## src/rtl/bdlp_pkg.sv

```systemverilog
// package for the button debouncer with long-press events
// types, codes and constants shared by all rtl files of the block
// no dependencies
`timescale 1ns / 1ps
`default_nettype none

package bdlp_pkg;

  // debounce window lengths
  localparam logic [7:0] SETTLE_ACTIVE_TICKS   = 8'd5;
  localparam logic [7:0] SETTLE_INACTIVE_TICKS = 8'd5;

  // run counters stop here
  localparam logic [7:0] COUNT_MAX = 8'hFF;

  // configuration register indexes
  localparam logic [1:0] CFG_PRESSED_LEVEL    = 2'd0;
  localparam logic [1:0] CFG_RELEASE_ENABLE   = 2'd1;
  localparam logic [1:0] CFG_LONG_PRESS_TICKS = 2'd2;

  // result event codes
  typedef enum logic [1:0] {
    EV_NONE     = 2'd0,
    EV_PRESSED  = 2'd1,
    EV_RELEASED = 2'd2,
    EV_LONG     = 2'd3
  } event_e;

  // what the debouncer reports for one tick
  typedef enum logic [2:0] {
    OC_QUIET   = 3'd0,
    OC_EDGE    = 3'd1,
    OC_CONFIRM = 3'd2,
    OC_ABANDON = 3'd3,
    OC_LONG    = 3'd4
  } outcome_e;

  // watch level update requested by the press state machine
  typedef struct packed {
    logic toggle;
    logic load;
  } watch_upd_t;

endpackage

`default_nettype wire

```

## src/rtl/bdlp_debounce.sv

```systemverilog
// debounce window: watch level, settle flag, last sample and run counters
// depends on bdlp_pkg
`timescale 1ns / 1ps
`default_nettype none

module bdlp_debounce (
  input  wire logic                 clk_i,
  input  wire logic                 rst_ni,
  input  wire logic                 step_i,
  input  wire logic                 sample_i,
  input  wire logic                 pressed_level_i,
  input  wire logic [7:0]           long_press_ticks_i,
  input  wire bdlp_pkg::watch_upd_t watch_upd_i,
  output bdlp_pkg::outcome_e        outcome_o
);

  logic       watch_level_q, watch_level_d;
  logic       settled_q, settled_d;
  logic       last_sample_q;
  logic [7:0] active_run_q, active_run_d;
  logic [7:0] inactive_run_q, inactive_run_d;
  logic [7:0] active_inc;
  logic [7:0] inactive_inc;

  assign active_inc   = (active_run_q == bdlp_pkg::COUNT_MAX) ? bdlp_pkg::COUNT_MAX
                                                               : active_run_q + 8'd1;
  assign inactive_inc = (inactive_run_q == bdlp_pkg::COUNT_MAX) ? bdlp_pkg::COUNT_MAX
                                                                 : inactive_run_q + 8'd1;

  always_comb begin
    outcome_o      = bdlp_pkg::OC_QUIET;
    settled_d      = settled_q;
    active_run_d   = active_run_q;
    inactive_run_d = inactive_run_q;
    if (settled_q) begin
      if (sample_i == watch_level_q && last_sample_q != watch_level_q) begin
        outcome_o      = bdlp_pkg::OC_EDGE;
        active_run_d   = '0;
        inactive_run_d = '0;
        settled_d      = 1'b0;
      end else if (sample_i != watch_level_q && watch_level_q != pressed_level_i) begin
        // steady hold while watching for the release edge
        inactive_run_d = '0;
        active_run_d   = active_inc;
        if (long_press_ticks_i != 8'd0 && active_inc >= long_press_ticks_i) begin
          active_run_d = '0;
          outcome_o    = bdlp_pkg::OC_LONG;
        end
      end
    end else if (sample_i == watch_level_q) begin
      inactive_run_d = '0;
      active_run_d   = active_inc;
      if (active_inc >= bdlp_pkg::SETTLE_ACTIVE_TICKS) begin
        settled_d = 1'b1;
        outcome_o = bdlp_pkg::OC_CONFIRM;
      end
    end else begin
      active_run_d   = '0;
      inactive_run_d = inactive_inc;
      if (inactive_inc >= bdlp_pkg::SETTLE_INACTIVE_TICKS) begin
        settled_d = 1'b1;
        outcome_o = bdlp_pkg::OC_ABANDON;
      end
    end
  end

  always_comb begin
    watch_level_d = watch_level_q;
    if (watch_upd_i.load) begin
      watch_level_d = pressed_level_i;
    end else if (watch_upd_i.toggle) begin
      watch_level_d = ~watch_level_q;
    end
  end

  always_ff @(posedge clk_i or negedge rst_ni) begin
    if (!rst_ni) begin
      watch_level_q  <= 1'b0;
      settled_q      <= 1'b1;
      last_sample_q  <= 1'b1;
      active_run_q   <= '0;
      inactive_run_q <= '0;
    end else if (step_i) begin
      watch_level_q  <= watch_level_d;
      settled_q      <= settled_d;
      last_sample_q  <= sample_i;
      active_run_q   <= active_run_d;
      inactive_run_q <= inactive_run_d;
    end
  end

endmodule

`default_nettype wire

```

## src/rtl/bdlp_fsm.sv

```systemverilog
// released / pressed state machine, held tick counter and event coding
// depends on bdlp_pkg
`timescale 1ns / 1ps
`default_nettype none

module bdlp_fsm (
  input  wire logic                clk_i,
  input  wire logic                rst_ni,
  input  wire logic                step_i,
  input  wire bdlp_pkg::outcome_e  outcome_i,
  input  wire logic                release_enable_i,
  output bdlp_pkg::watch_upd_t     watch_upd_o,
  output bdlp_pkg::event_e         event_o,
  output logic [7:0]               duration_o,
  output logic                     pressed_o
);

  logic       in_pressed_q, in_pressed_d;
  logic [7:0] held_ticks_q, held_ticks_d;

  // next state
  always_comb begin
    in_pressed_d = in_pressed_q;
    held_ticks_d = held_ticks_q;
    if (!in_pressed_q) begin
      if (outcome_i == bdlp_pkg::OC_EDGE) begin
        in_pressed_d = 1'b1;
        held_ticks_d = '0;
      end
    end else begin
      unique case (outcome_i)
        bdlp_pkg::OC_QUIET: begin
          held_ticks_d = (held_ticks_q == bdlp_pkg::COUNT_MAX) ? bdlp_pkg::COUNT_MAX
                                                               : held_ticks_q + 8'd1;
        end
        bdlp_pkg::OC_ABANDON, bdlp_pkg::OC_EDGE: begin
          in_pressed_d = 1'b0;
        end
        default: begin
        end
      endcase
    end
  end

  // outputs
  always_comb begin
    event_o            = bdlp_pkg::EV_NONE;
    duration_o         = '0;
    watch_upd_o.toggle = 1'b0;
    watch_upd_o.load   = 1'b0;
    if (!in_pressed_q) begin
      if (outcome_i == bdlp_pkg::OC_EDGE) begin
        event_o = bdlp_pkg::EV_PRESSED;
      end
    end else begin
      unique case (outcome_i)
        bdlp_pkg::OC_CONFIRM: watch_upd_o.toggle = 1'b1;
        bdlp_pkg::OC_ABANDON: watch_upd_o.load = 1'b1;
        bdlp_pkg::OC_EDGE: begin
          watch_upd_o.load = 1'b1;
          if (release_enable_i) begin
            event_o    = bdlp_pkg::EV_RELEASED;
            duration_o = held_ticks_q;
          end
        end
        bdlp_pkg::OC_LONG: event_o = bdlp_pkg::EV_LONG;
        default: begin
        end
      endcase
    end
  end

  assign pressed_o = in_pressed_d;

  always_ff @(posedge clk_i or negedge rst_ni) begin
    if (!rst_ni) begin
      in_pressed_q <= 1'b0;
      held_ticks_q <= '0;
    end else if (step_i) begin
      in_pressed_q <= in_pressed_d;
      held_ticks_q <= held_ticks_d;
    end
  end

endmodule

`default_nettype wire

```

## src/rtl/button_debounce_long_press_top.sv

```systemverilog
// top level of the button debouncer with press, release and long-press events
// depends on bdlp_pkg, bdlp_debounce and bdlp_fsm
//
// usage
//   input channel: one transaction per sampling tick, carrying the raw pin
//   level. every tick yields exactly one result transaction with an event
//   code (none, pressed, released, long pressed), the held tick count on a
//   release and the pressed flag after that tick.
//   result register: the result of a tick is presented in the cycle after its input
//   transaction is accepted.
//   throughput: one tick per cycle. the debounce and state update is a
//   single pass of short logic feeding the state registers and the result
//   register; in_ready_o stays high while the result register is empty or
//   is being drained in the same cycle.
//   receiver stall: the result is held in the output register; the next
//   tick is taken only when that register frees up, so results are never
//   dropped or reordered.
//   reset: asynchronous, active low. clears the debounce state to released,
//   settled, with the last sample at the released level, and loads the
//   register defaults (pressed level 0, release reporting on, long press off).
//   configuration: plain write port, to be used only while the block is idle;
//   a change of pressed level affects only later comparisons.
`timescale 1ns / 1ps
`default_nettype none

module button_debounce_long_press_top (
  input  wire logic       clk_i,
  input  wire logic       rst_ni,
  // configuration write port
  input  wire logic       cfg_we_i,
  input  wire logic [1:0] cfg_idx_i,
  input  wire logic [7:0] cfg_data_i,
  // tick input channel
  input  wire logic       in_valid_i,
  output logic            in_ready_o,
  input  wire logic       pin_level_i,
  // result channel
  output logic            out_valid_o,
  input  wire logic       out_ready_i,
  output logic [1:0]      event_code_o,
  output logic [7:0]      press_duration_o,
  output logic            is_pressed_o
);

  // configuration registers
  logic       pressed_level_q;
  logic       release_enable_q;
  logic [7:0] long_press_ticks_q;

  // handshake
  logic step;
  logic out_valid_q;

  // core signals
  bdlp_pkg::outcome_e   outcome;
  bdlp_pkg::watch_upd_t watch_upd;
  bdlp_pkg::event_e     event_d;
  logic [7:0]           duration_d;
  logic                 pressed_d;

  // result register
  logic [1:0] event_code_q;
  logic [7:0] press_duration_q;
  logic       is_pressed_q;

  always_ff @(posedge clk_i or negedge rst_ni) begin
    if (!rst_ni) begin
      pressed_level_q    <= 1'b0;
      release_enable_q   <= 1'b1;
      long_press_ticks_q <= 8'd0;
    end else if (cfg_we_i) begin
      unique case (cfg_idx_i)
        bdlp_pkg::CFG_PRESSED_LEVEL:    pressed_level_q    <= cfg_data_i[0];
        bdlp_pkg::CFG_RELEASE_ENABLE:   release_enable_q   <= cfg_data_i[0];
        bdlp_pkg::CFG_LONG_PRESS_TICKS: long_press_ticks_q <= cfg_data_i;
        default: begin
          // unused index, write is ignored
        end
      endcase
    end
  end

  // accept a tick whenever the result slot is free or draining
  assign in_ready_o = ~out_valid_q | out_ready_i;
  assign step       = in_valid_i & in_ready_o;

  bdlp_debounce u_debounce (
    .clk_i             (clk_i),
    .rst_ni            (rst_ni),
    .step_i            (step),
    .sample_i          (pin_level_i),
    .pressed_level_i   (pressed_level_q),
    .long_press_ticks_i(long_press_ticks_q),
    .watch_upd_i       (watch_upd),
    .outcome_o         (outcome)
  );

  bdlp_fsm u_fsm (
    .clk_i           (clk_i),
    .rst_ni          (rst_ni),
    .step_i          (step),
    .outcome_i       (outcome),
    .release_enable_i(release_enable_q),
    .watch_upd_o     (watch_upd),
    .event_o         (event_d),
    .duration_o      (duration_d),
    .pressed_o       (pressed_d)
  );

  // output valid flag
  always_ff @(posedge clk_i or negedge rst_ni) begin
    if (!rst_ni) begin
      out_valid_q <= 1'b0;
    end else if (step) begin
      out_valid_q <= 1'b1;
    end else if (out_ready_i) begin
      out_valid_q <= 1'b0;
    end
  end

  // result payload, loaded with each accepted tick
  always_ff @(posedge clk_i) begin
    if (step) begin
      event_code_q     <= event_d;
      press_duration_q <= duration_d;
      is_pressed_q     <= pressed_d;
    end
  end

  assign out_valid_o      = out_valid_q;
  assign event_code_o     = event_code_q;
  assign press_duration_o = press_duration_q;
  assign is_pressed_o     = is_pressed_q;

endmodule

`default_nettype wire

```

## config.mk

```make
export PLATFORM = sky130hd
export DESIGN_NAME = button_debounce_long_press_top
export DESIGN_NICKNAME = d
export VERILOG_FILES = /design/src/rtl/bdlp_pkg.sv /design/src/rtl/bdlp_debounce.sv /design/src/rtl/bdlp_fsm.sv /design/src/rtl/button_debounce_long_press_top.sv
export SDC_FILE = /design/constraint.sdc
export NUM_CORES = 1
export LEC_CHECK = 0
export ABC_CLOCK_PERIOD_IN_PS = 4000
export BUFFER_PORTS_ARGS = -buffer_cell sky130_fd_sc_hd__buf_2
export CAP_MARGIN = 20
export CORE_MARGIN = 10
export CORE_UTILIZATION = 33
export DETAILED_ROUTE_END_ITERATION = 8
export GPL_TIMING_DRIVEN = 0
export HOLD_SLACK_MARGIN = 0.02
export PLACE_DENSITY = 0.49
export SKIP_CTS_REPAIR_TIMING = 1
export SLEW_MARGIN = 20
export SYNTH_ARGS = -nofsm -noshare
export SYNTH_HDL_FRONTEND = slang
export SYNTH_HIERARCHICAL = 1
export SYNTH_SLANG_ARGS = --single-unit
export TNS_END_PERCENT = 100
```

## constraint.sdc

```tcl
create_clock -name clk_i -period 4 [get_ports clk_i]
set_input_delay 1.2 -clock clk_i [delete_from_list [all_inputs] [get_ports clk_i]]
set_output_delay 1.2 -clock clk_i [all_outputs]
set_load 0.02 [all_outputs]
```

==> flow_summary.yaml, run 1 <==
status:
  status: "complete, no violations"
detailed_routing:
  via_per_inst: 5.064
  vias: 2360
  drt-total-wl_um: 6604
  dr.pass1.iters: 4
  drcViolationCount: 0
  drt_iter0_markers: 105
  final_antenna_net_count: 0
  routedWlPerCell_um: 14.17
hold_path:
  hold_depth: 2
  hold_start: "u_debounce/active_run_q[1]"
  min_to: "u_debounce/active_run_q[1]"
  min_path_type: "reg2reg"
floorplanning:
  die_y_um: 116.1
  ioPinCount: 29
  rows: 34
  core_area_um2: 8848
  die_area_um2: 13470
  start_util_pct: 34.42
  die_x_um: 116.1
synth:
  postSynth.asyncResetShare_pct: 78.00
  synth_top_flop_cell: "dfrtp_1"
  ys_warn_count: 6
  ys_types: 61
  synth_nets: 349
  synth_edf_count: 11
  ys_seq_area_share_pct: 43.02
  syn_area_per_cell_um2: 9.458
  synthesis.area_um2: 3045
  synth_seq_cells: 50
  netlist_instances: 322
sta:
  post-route-min-period_ns: 3.459
  max_freq_mhz: 289.1
  finalSetupTns_ns: 0
  slew_headroom_pct: 38.59
  finalClockSkew_ns: 0.004240
  rsz0062_at_grt: "no"
  fin_crit_sh_pct: 86.48
  slew_violations: 0
  finalSetupViolCount: 0
  max_slew.worst_pin.slew_ns: 0.9212
  hold_viol_final: 0
setup_path:
  r2r_slack_ns: 0.54
  crit_buf_inv: 1
  crit_arrival_ns: 3.65
  cp_slowest_cell: "dfrtp_1"
  r2r_end: "u_fsm/in_pressed_q"
  crit_chain: "ha_1 > nand4_1 > or2_2 > and2_1 > inv_1 > ha_1 > nor2b_1 > a2111oi_0 > o21a_1 > nor2_1 > nor2b_1 > mux2_2 > mux2_2"
  startpoint_type: "register"
  required_ns: 4.19
  crit_family: "simple AND/OR/NAND/NOR gates"
  worstRegToRegCells: 13
  slowest_delay_ns: 0.44
  endpoint_kind: "register"
  crit_fanout: 6
  path_class: "reg2reg"
  r2r_start: "u_debounce/active_run_q[0]"
clock_tree:
  cts_buffers: 5
  htree_levels: 2
  cts_tree: "built"
  clock_sinks: 50
  clk_path_buf_depth: 2
  cts_root_buf: "clkbuf_8"
  clk_pin_slew_ns: 0.09
  clock_latency_ns: 0.30
job:
  max_cap_violations: 0
placed_design:
  port_buffers: 28
  hpwl_um: 4780
  routabilityCongestion: 0.8085
  postPlaceCellArea_um2: 3321
global_routing:
  grt_pass1_wl_um: 11270
  grt_pass1_vias: 2274
  grt_use_total_pct: 10.26
  antenna_found_initial: 0
  gr-total-overflow: 0
  grt_max_degree: 40
cells_and_area:
  fillers: 871
  finish.utilization_pct: 38.67
  area_growth_pct: 12.37
  diodes: 0
  layout-drive-gt1-share_pct: 21.23
  mostFrequentLayoutCells: "dfrtp_1, buf_2, o21ai_0"
  layout_commonest_cell: "dfrtp_1"
  final_nets: 384
  final_cell_area_um2: 3422
pwr:
  leakage_uw: 0.001494
  vdd_ir_drop_max_mv: 0.2091
  power.density_nw_per_um2: 466.9
  totalPowerFinal_uw: 1598
[cells in the mapped netlist (all sizes together) (2+ instances only)]
| cell type | number | area (um2) |
|---|---|---|
| o31ai | 3 | 22.52 |
| and3 | 4 | 30.03 |
| o21ai | 34 | 170.2 |
| dfrtp | 36 | 900.9 |
| nand3b | 2 | 27.53 |
| nand2b | 6 | 45.04 |
| dfstp | 3 | 78.83 |
| inv | 21 | 78.83 |
| a211oi | 2 | 15.01 |
| o211ai | 2 | 15.01 |
| buf | 8 | 58.80 |
| and2b | 3 | 25.03 |
| edfxtp | 11 | 330.3 |
| nor3 | 3 | 15.01 |
| o22ai | 2 | 12.51 |
| a2111oi | 2 | 23.77 |
| nor4 | 4 | 25.02 |
| nand3 | 16 | 80.08 |
| nor2b | 4 | 25.02 |
| a21o | 3 | 22.52 |
| and2 | 17 | 108.9 |
| nor2 | 17 | 63.81 |
| a21oi | 24 | 120.1 |
| ha | 11 | 137.6 |
| xnor2 | 3 | 33.79 |
| mux2 | 15 | 168.9 |
| nand4 | 6 | 37.54 |
| a22oi | 2 | 15.01 |
| or2 | 2 | 12.51 |
| nor3b | 4 | 30.03 |
| nand2 | 28 | 107.6 |
| a31oi | 3 | 18.77 |
| clkbuf | 4 | 16.26 |
[logic make-up (layout without fill, tap and decap cells)]
kind of cell,after synthesis,in the layout,synth area share (%)
adders and majority gates,11,11,4.519
AOI/OAI and AO/OA,86,86,16.97
DFF,50,50,43.02
muxes,16,16,5.875
buffers and inverters,33,69,5.053
and+or+nand+nor,122,122,23.17
xor gates and xnor gates,4,4,1.397
[stage by stage]
step | cells | hold WS, ns | worst slack (ns)
2_1_floorplan | 322 | 0.4930 | 0.8971
3_3_place_gp | 458 | 0.5003 | 0.4579
3_5_place_dp | 458 | 0.5269 | 0.4438
4_1_cts | 466 | 0.5491 | 0.5448
5_1_grt | 466 | 0.5734 | 0.2457
6_report | 466 | 0.5457 | 0.5408
[where the power goes]
part | switching, uW | internal (uW)
Clock | 164 | 160
Combinational | 339 | 253
Sequential | 72.3 | 610
[tightest hold or removal path, cell delays in order, from the launching register on]
cell     delay, ns
dfrtp_1       0.40
nand2_1       0.06
o21ai_0       0.06
[how the worst max path moves through the flow]
stage                                    start                     to  slack (ns)  cells after the start
floorplan           u_debounce/active_run_q[0]     u_fsm/in_pressed_q        0.90                     13
CTS                 u_debounce/active_run_q[0]     u_fsm/in_pressed_q        0.54                     13
global placement                   pin_level_i  u_fsm/held_ticks_q[1]        0.46                     11
finish              u_debounce/active_run_q[0]     u_fsm/in_pressed_q        0.54                     13
detailed placement                 pin_level_i  u_fsm/held_ticks_q[1]        0.44                     11
global route        u_debounce/active_run_q[0]     u_fsm/in_pressed_q        0.25                     13
[sequential cells by signal, indices dropped and copies added (netlist names), 2 cells and up]
name	cells
u_debounce/active_run_q	8
event_code_o	2
u_fsm/held_ticks_q	8
u_debounce/inactive_run_q	8
press_duration_o	8
long_press_ticks_q	8
[layout make-up]
cell class              count  area [um2]  area share, %
multi-input cells         239        1582          46.22
flip-flops and latches     50        1310          38.28
well taps                 108       135.1          3.949
clock buffers               7       97.59          2.852
repair buffers             28       140.1          4.095
plain buffers              12       75.07          2.194
clock inverters             1       3.754         0.1097
inverters                  21       78.83          2.303
[layer usage]
layer | GRT usage [%] | vias to the layer above | part of all wire (%)
li1 | - | 1228 | -
met1 | 14.20 | 1085 | 51
met2 | 15.59 | 40 | 44
met3 | 2.481 | 7 | 3.6
met4 | 2.752 | 0 | 1.3
met5 | 0 | - | 0
No activity file was read; power rests on OpenSTA's default activity.
==> run 2, diff against run 1 <==
Settings changed: CTS_BUF_LIST set to sky130_fd_sc_hd__clkbuf_2, RECOVER_POWER set to 100.
==> flow_summary.yaml, run 2 (synthesis results as in run 1) <==
clock_tree:
  htree_levels: 2
  clk_path_buf_depth: 2
  clock_sinks: 50
  clock_latency_ns: 0.41
  clk_pin_slew_ns: 0.24
  cts_tree: "built"
  cts_buffers: 5
  cts_root_buf: "clkbuf_2"
cells_and_area:
  fillers: 885
  diodes: 0
  layout-drive-gt1-share_pct: 16.20
  seqCellArea_um2: 1310
  final_nets: 384
  mostFrequentLayoutCells: "dfrtp_1, o21ai_0, nand2_1"
  multi_input_area_um2: 1569
  area_growth_pct: 10.02
  layout_commonest_cell: "dfrtp_1"
  finish.utilization_pct: 37.87
setup_path:
  crit_fanout: 6
  startpoint_type: "register"
  r2r_end: "u_fsm/in_pressed_q"
  crit_arrival_ns: 3.81
  required_ns: 4.33
  r2r_slack_ns: 0.52
  path_class: "reg2reg"
  r2r_start: "u_debounce/active_run_q[0]"
  endpoint_kind: "register"
  worstRegToRegCells: 13
detailed_routing:
  drcViolationCount: 0
  drt-total-wl_um: 6588
  dr.pass1.iters: 5
  vias: 2374
  routedWlPerCell_um: 14.14
  via_per_inst: 5.094
  drt_iter0_markers: 97
  final_antenna_net_count: 0
sta:
  max_freq_mhz: 287.7
  fin_ws_ns: 0.5238
  slew_headroom_pct: -47.93
  rsz0062_at_grt: "no"
  fin_crit_sh_pct: 86.90
  post-route-min-period_ns: 3.476
  finalSetupTns_ns: 0
  finalClockSkew_ns: 0.01146
  max_slew.worst_pin.slew_ns: 2.219
  hold_viol_final: 0
  finalSetupViolCount: 0
  slew_violations: 40
  whs_ns: 0.5743
placed_design:
  port_buffers: 28
  hpwl_um: 4780
  routabilityCongestion: 0.8085
  place_ws_ns: 0.4438
pwr:
  power.density_nw_per_um2: 456.3
  totalPowerFinal_uw: 1529
  leakage_uw: 0.001417
  vdd_ir_drop_max_mv: 0.2176
hold_path:
  hold_depth: 2
  hold_start: "u_debounce/active_run_q[1]"
  min_path_type: "reg2reg"
  min_to: "u_debounce/active_run_q[1]"
floorplanning:
  rows: 34
  die_area_um2: 13470
  core_area_um2: 8848
  die_y_um: 116.1
  die_x_um: 116.1
  ioPinCount: 29
  start_util_pct: 34.42
global_routing:
  antenna_found_initial: 0
  grt_pass1_wl_um: 11230
  grt_use_total_pct: 10.23
  gr-total-overflow: 0
  grt_max_degree: 40
  grt_pass1_vias: 2259
job:
  max_cap_violations: 1
status:
  violations: "max-capacitance violations, max-slew violations"
  status: "finished with violations"
## run 2: changes by cell type in the layout (fill, tap and decap cells not counted), sizes merged
cell and change:
bufinv +1, clkbuf +16, buf -17
## run 2: layout make-up
cell class | count | area share [%]
plain buffers | 12 | 2.203
clock buffers | 6 | 0.8962
clock inverters | 2 | 1.008
inverters | 21 | 2.353
multi-input cells | 239 | 46.83
flip-flops and latches | 50 | 39.10
well taps | 108 | 4.033
repair buffers | 28 | 3.585
## run 2: critical path, stage by stage, from the launching register on
cell and delay [ns]:
dfrtp_1 0.48, ha_1 0.27, nand4_1 0.14, or2_2 0.35
and2_0 0.19, inv_1 0.07, ha_1 0.23, nor2b_1 0.13
a2111oi_0 0.30, o21a_1 0.23, nor2_1 0.12, nor2b_1 0.26
mux2_1 0.37, mux2_2 0.26
## run 2: worst max path at each step
stage	endpoint	slack (ns)	from	depth (start not counted)
after floorplan	u_fsm/in_pressed_q	0.90	u_debounce/active_run_q[0]	13
after global placement	u_fsm/held_ticks_q[1]	0.46	pin_level_i	11
after detailed placement	u_fsm/held_ticks_q[1]	0.44	pin_level_i	11
after CTS	u_fsm/in_pressed_q	0.53	u_debounce/active_run_q[0]	13
after global routing	u_debounce/watch_level_q	0.16	u_debounce/active_run_q[0]	14
final	u_fsm/in_pressed_q	0.52	u_debounce/active_run_q[0]	13
## run 2: metrics by stage
stage	cells	area (um2)
after floorplan	322	3045
after CTS	466	3385
after detailed placement	458	3321
final	466	3351
after global routing	466	3351
after global placement	458	3321
## run 2: metal layers
layer	global-route usage, %	vias to the layer above	share of wire, %
li1	-	1229	-
met1	14.20	1101	51
met2	15.47	40	44
met3	2.481	4	3.6
met4	2.752	0	0.93
met5	0	-	0
## run 2: report_power, final
| part | internal, uW | switching (uW) |
|---|---|---|
| combinational | 247 | 337 |
| clock | 107 | 157 |
| sequential | 610 | 72.1 |
